File: src/hw/rtl/prr_pkg.sv
// ----------------------------------------------------------------------------
// prr_pkg
// Shared types, constants and helpers for the pyramid reduce block.
// ----------------------------------------------------------------------------
`default_nettype none

package prr_pkg;

    localparam int KSIZE         = 5;
    localparam int PIX_W         = 24;
    localparam int CH_W          = 8;
    localparam int NUM_CH        = 3;
    localparam int DEF_MAX_WIDTH = 2048;
    localparam int MAX_HEIGHT    = 4096;
    localparam int ROW_W         = 12;
    localparam int CFG_W         = 13;
    localparam int WCFG_W        = 12;
    localparam int HCFG_W        = 13;
    localparam int HSUM_W        = 12;
    localparam int VSUM_W        = 16;
    localparam int RESET_WIDTH   = 640;
    localparam int RESET_HEIGHT  = 480;

    // register indexes
    localparam logic REG_WIDTH  = 1'b0;
    localparam logic REG_HEIGHT = 1'b1;

    typedef logic [PIX_W-1:0]      t_pix;
    typedef t_pix [KSIZE-1:0]      t_col;
    typedef t_col [KSIZE-1:0]      t_win;
    typedef logic [2:0]            t_dist;

    // one-dimensional binomial weights 1,4,6,4,1
    function automatic logic [2:0] kw(input int k);
        logic [2:0] v;
        case (k)
            0: v = 3'd1;
            1: v = 3'd4;
            2: v = 3'd6;
            3: v = 3'd4;
            4: v = 3'd1;
            default: v = 3'd0;
        endcase
        return v;
    endfunction

    // distance back from the newest position to the mirrored tap position
    function automatic t_dist mirror_dist(input int last, input int pos,
                                          input int d, input int n);
        int o;
        o = pos + d;
        if (o < 0) o = -o;
        if (o >= n) o = 2 * n - 2 - o;
        if (o < 0) o = 0;
        if (o >= n) o = n - 1;
        return t_dist'(last - o);
    endfunction

    // (a - d) mod 5 for a, d in 0..4
    function automatic logic [2:0] sub_mod5(input logic [2:0] a, input t_dist d);
        logic [3:0] v;
        v = {1'b0, a} + 4'd5 - {1'b0, d};
        if (v >= 4'd5) v = v - 4'd5;
        return v[2:0];
    endfunction

    function automatic t_pix sel5(input t_col v, input t_dist k);
        t_pix p;
        case (k)
            3'd0: p = v[0];
            3'd1: p = v[1];
            3'd2: p = v[2];
            3'd3: p = v[3];
            3'd4: p = v[4];
            default: p = v[0];
        endcase
        return p;
    endfunction

endpackage

`default_nettype wire

File: src/hw/rtl/prr_cell.sv
// ----------------------------------------------------------------------------
// prr_cell
// One column of the 5x5 window; takes the upstream column on each shift.
// ----------------------------------------------------------------------------
`default_nettype none

module prr_cell
    import prr_pkg::*;
(
    input  wire logic i_clk,
    input  wire logic i_shift,
    input  wire t_col i_col,
    output t_col      o_col
);

    t_col r_col;

    always_ff @(posedge i_clk) begin
        if (i_shift) begin
            r_col <= i_col;
        end
    end

    assign o_col = r_col;

endmodule

`default_nettype wire

File: config.mk
export PLATFORM = sky130hd
export DESIGN_NAME = prr_cell
export DESIGN_NICKNAME = d
export VERILOG_FILES = /design/src/hw/rtl/prr_pkg.sv /design/src/hw/rtl/prr_cell.sv
export SDC_FILE = /design/constraint.sdc
export NUM_CORES = 1
export LEC_CHECK = 0
export BUFFER_PORTS_ARGS = -buffer_cell sky130_fd_sc_hd__buf_2
export CAP_MARGIN = 20
export CELL_PAD_IN_SITES_DETAIL_PLACEMENT = 1
export CELL_PAD_IN_SITES_GLOBAL_PLACEMENT = 1
export CORE_MARGIN = 8
export CORE_UTILIZATION = 29
export DETAILED_ROUTE_END_ITERATION = 12
export GPL_ROUTABILITY_DRIVEN = 1
export PLACE_DENSITY = 0.69
export SLEW_MARGIN = 15
export SYNTH_ARGS = -nofsm -noshare
export SYNTH_HDL_FRONTEND = slang
export SYNTH_SLANG_ARGS = --single-unit
File: constraint.sdc
create_clock -name i_clk -period 0.8 [get_ports i_clk]
set_clock_uncertainty 0.15 [all_clocks]
set_input_delay 0.08 -clock i_clk [delete_from_list [all_inputs] [get_ports i_clk]]
set_output_delay 0.08 -clock i_clk [all_outputs]
set_load 0.02 [all_outputs]
==> reports/summary.txt, run 1 <==
Adder-Cell Fraction of Synth Area = 0
Synth Area in Simple Gates = 0
Post-Syn Area per Cell = 30.0 µm²
post-synth top area share = 1.00
top cells by area, synth = edfxtp_1 100%
DP HPWL = 11.6 mm
commonest cells in the netlist = 120 x edfxtp_1
number of flops mapped to enable cells by yosys = 120
Resized cells post-CTS = 166
Main synth FF type = edfxtp_1
Die Height = 127 µm
Last stage = 4_1_cts
compound-cell area share of the yosys netlist = 0
H-tree Lvls = 4
Ys Warns = 0
top-count cell post-synth = edfxtp_1
Mapped Nets = 242
# rows = 40
Starting Density = 0.299
Synth cell types = 1
num ports = 242
Sinks on Clock Net = 120
mux contribution to synthesized area = 0
die extent in x = 127 µm
setup bufs post-CTS = 0
tool error message = [ERROR RSZ-0060] Max buffer count reached.
# port buffers = 241
placer congestion estimate = 0.762
Synth area leader = edfxtp_1
placed cell count = 536
FF+latch count, synth = 120
CTS root buf = clkbuf_16
number of buffers created by CTS = 17
XOR/XNOR Fraction of Synth Area = 0
synthesized instance count = 120
outcome = did not finish
sequential share of the synthesized area = 1.00
Mapped Area = 3600 µm²
FFs w/ async S/R, synth = 0
deepest clock path buffer count = 2
CTS Hold Buffers Added = 114
[logic make-up after synthesis]
| group | count (synthesis) |
|---|---|
| flops | 120 |
[through the flow]
stage          setup WS (ns)  instance area, µm²  utilization  hold WS (ns)
2_1_floorplan          0.121                3600            -        0.0289
3_3_place_gp          -0.168                5110        0.424         0.107
3_5_place_dp          -0.168                5110        0.424         0.109
==> run 2: changes to the inputs <==
CELL_PAD_IN_SITES_DETAIL_PLACEMENT = default   (was 1)
CELL_PAD_IN_SITES_GLOBAL_PLACEMENT = default   (was 1)
CORE_UTILIZATION = 20   (was 29)
PLACE_DENSITY = default   (was 0.69)
PLACE_DENSITY_LB_ADDON = 0.15   (was default)
==> run 2 against run 1 <==
The flow now finishes, with violations (negative hold slack, negative setup slack). Synthesized area unchanged. Synthesized cell count unchanged.
==> reports/summary.txt, run 2 <==
count of multi-input gates = 0
period utilisation layout = 1.48
CP Cell Sequence = buf_6
Main synth FF type = edfxtp_1 (unchanged)
failing checks = negative hold slack, negative setup slack
deepest clock path buffer count = 2 (unchanged)
final setup violation count = 120
Layout Nets = 628
WS Path Type = flip-flop to primary output
DRC = 0
area of the multi-input gates = 0 µm²
initial antenna violation count = 0
commonest cells in the netlist = 120 x edfxtp_1 (unchanged)
placer congestion estimate = 0.642 (was 0.762)
Slew @ Worst Pin = 0.243 ns
Synth area leader = edfxtp_1 (unchanged)
mux contribution to synthesized area = 0 (unchanged)
max cap viols = 0
drt via density = 3.54
synthesized instance count = 120 (unchanged)
first-iteration detailed-routing DRC count = 84
Sinks on Clock Net = 120 (unchanged)
DP HPWL = 7.73 mm (was 11.6 mm)
share of cells above drive strength 1 = 0.522
compound-cell area share of the yosys netlist = 0 (unchanged)
number of flops mapped to enable cells by yosys = 120 (unchanged)
placed cell count = 596 (was 536)
final hold vios = 1
Worst path max stage delay = 0.40 ns
Worst EP arrival = 0.96 ns
Starting Density = 0.202 (was 0.299)
most common cell after layout, fill and taps aside = buf_2
pwr dens = 2270 nW/µm²
largest net degree at the start of global routing = 44
FFs w/ async S/R, synth = 0 (unchanged)
Final Worst Setup Slack = -0.387 ns
Area growth syn-to-layout = 108%
global-route wire length before repair = 16.4 mm
Total GRT Usage = 0.0982
WL/cell = 15.2 µm
vias in the first global route = 3108
setup bufs post-CTS = 0 (unchanged)
number of flip-flops in the largest register = 120
num ports = 242 (unchanged)
# rows = 49 (was 40)
Max FO, Critical Path = 1
Hold Crit Class = input port to flip-flop
Antenna Nets Post-Route = 0
die area = 22600 µm²
largest delay contributor family on the critical path = flip-flops
Mapped Area = 3600 µm² (unchanged)
die extent in x = 150 µm (was 127 µm)
Ys Warns = 0 (unchanged)
first-pass detailed-route iteration total = 4
CTS Hold Buffers Added = 120 (was 114)
Mapped Nets = 242 (unchanged)
Clk pin slew, worst setup/hold paths = 0.06 ns
number of buffers created by CTS = 17 (unchanged)
unrepaired setup endpoints after global routing = true
top cells by area, synth = edfxtp_1 100% (unchanged)
outcome = finished, violations left (was did not finish)
slowest CP cell = edfxtp_1
CTS root buf = clkbuf_16 (unchanged)
Post-Syn Area per Cell = 30.0 µm² (unchanged)
Synth Area in Simple Gates = 0 (unchanged)
Synth cell types = 1 (unchanged)
Die Height = 150 µm (was 127 µm)
Max VDD drop = 1.25 mV
Min Hold Slack = -0.00165 ns
H-tree Lvls = 4 (unchanged)
final wirelength = 11.4 mm
sequential share of the synthesized area = 1.00 (unchanged)
Adder-Cell Fraction of Synth Area = 0 (unchanged)
CTS tree = built
nature of the critical path startpoint = flip-flop
Fmax = 842 MHz
endpoint type of the worst setup path = primary output
most frequent cells in the layout = 143 x buf_2, 120 x dlygate4sd3_1, 120 x edfxtp_1, 96 x buf_6, 17 x clkbuf_16
CP required = 0.57 ns
Slew HR = 0.838
setup tns final = -42.54 ns
grt total ovfl = 0
top-count cell post-synth = edfxtp_1 (unchanged)
leakage power = 0.00312 µW
FF+latch count, synth = 120 (unchanged)
Worst Path Buf+Inv = 1
# port buffers = 241 (unchanged)
XOR/XNOR Fraction of Synth Area = 0 (unchanged)
minimum clock period = 1.19 ns
Core ar. = 17800 µm²
Crit. Startpoint = o_col[53]
Antenna Cells = 0
post-synth top area share = 1.00 (unchanged)
hold_sp = i_shift
Finished Layout Cells = 748
via count = 2648
Slew Limit Fails = 0
run 2: cell counts after synthesis:
Identical to the previous run, type by type.
run 2: metrics by stage:
step	worst slack (ns)	hold WS [ns]	util	area (µm²)	total power [µW]
final	-0.387	-0.00165	0.420	7500	17000
after global routing	-0.451	-0.00919	0.420	7500	17800
after CTS	-0.418	-0.0266	0.405	7220	17000
after detailed placement	-0.226	0.108	0.290	5170	9340
after global placement	-0.209	0.106	0.290	5170	9330
after floorplan	0.121	0.0289	-	3600	8390
run 2: path summary, 6_finish.rpt:
kind,end,slack [ns],depth (start not counted)
worst max-delay path,o_col[53],-0.39,1
worst min-delay path,o_col[91],-0.002,2
run 2: cell type report:
type | instances | area, µm²
Clock buffer | 22 | 444
Clock inverter | 10 | 80.1
Fill cell | 1654 | 10300
Sequential cell | 120 | 3600
Tap cell | 229 | 287
Timing Repair Buffer | 367 | 3080
run 2: kinds of logic after synthesis:
| logic type | Yosys count |
|---|---|
| DFF | 120 |
run 2: metal layers:
layer	wire length [µm]	vias up	track usage
met1	3910	1240	0.0954
met4	147	0	0.0425
li1	-	1267	-
met3	1260	12	0.0565
met2	6030	129	0.168
met5	0	-	0
run 2: where the power goes:
| part | switching, µW | internal, µW |
|---|---|---|
| registers | 198 | 7490 |
| clock network | 2600 | 4220 |
| logic | 1140 | 1370 |
run 2: repair_timing:
item / 4_1_cts / 5_1_grt
endpoints found under the hold margin: 125 / 5
endpoints found under the setup margin: 120 / 120
resized for setup: 104 / 90
pin swaps: 0 / 0
Note: power is estimated with default switching activity, not from simulation.
==> run 3: changes to the inputs <==
BUFFER_PORTS_ARGS = default   (was -buffer_cell sky130_fd_sc_hd__buf_2)
DONT_BUFFER_PORTS = 1   (was default)
==> run 3 against run 2 <==
The run now fails in 4_1_cts. Synthesized area unchanged. Synthesized cell count unchanged.
==> reports/summary.txt, run 3 <==
CTS root buf = clkbuf_16 (unchanged)
FFs w/ async S/R, synth = 0 (unchanged)
Mapped Nets = 242 (unchanged)
Synth area leader = edfxtp_1 (unchanged)
H-tree Lvls = 4 (unchanged)
number of flops mapped to enable cells by yosys = 120 (unchanged)
# port buffers = 0 (was 241)
pre-CTS setup slack = 0.0853 ns (was -0.226 ns)
Main synth FF type = edfxtp_1 (unchanged)
outcome = did not finish (was finished, violations left)
# rows = 49 (unchanged)
XOR/XNOR Fraction of Synth Area = 0 (unchanged)
num ports = 242 (unchanged)
post-synth top area share = 1.00 (unchanged)
compound-cell area share of the yosys netlist = 0 (unchanged)
commonest cells in the netlist = 120 x edfxtp_1 (unchanged)
Post-Syn Area per Cell = 30.0 µm² (unchanged)
die extent in x = 150 µm (unchanged)
Adder-Cell Fraction of Synth Area = 0 (unchanged)
top cells by area, synth = edfxtp_1 100% (unchanged)
number of buffers created by CTS = 17 (unchanged)
top-count cell post-synth = edfxtp_1 (unchanged)
deepest clock path buffer count = 2 (unchanged)
Starting Density = 0.202 (unchanged)
Ys Warns = 0 (unchanged)
Last stage = 4_1_cts
CTS Hold Buffers Added = 101 (was 120)
Die Height = 150 µm (unchanged)
synthesized instance count = 120 (unchanged)
Synth Area in Simple Gates = 0 (unchanged)
sequential share of the synthesized area = 1.00 (unchanged)
tool error message = [ERROR RSZ-0060] Max buffer count reached.
FF+latch count, synth = 120 (unchanged)
setup bufs post-CTS = 0 (unchanged)
placer congestion estimate = 0.621 (was 0.642)
Synth cell types = 1 (unchanged)
Sinks on Clock Net = 120 (unchanged)
Mapped Area = 3600 µm² (unchanged)
Resized cells post-CTS = 0 (was 104)
mux contribution to synthesized area = 0 (unchanged)
-- run 3: cell counts after synthesis --
Identical to the previous run, type by type.
-- run 3: cell families after synthesis --
logic type  after synthesis
flip-flops              120
-- run 3: per-stage QoR --
stage / hold slack [ns] / std cells / instance area [µm²]
2_1_floorplan: 0.0289 / 120 / 3600
3_5_place_dp: 0.0289 / 349 / 3890
3_3_place_gp: 0.0290 / 349 / 3890
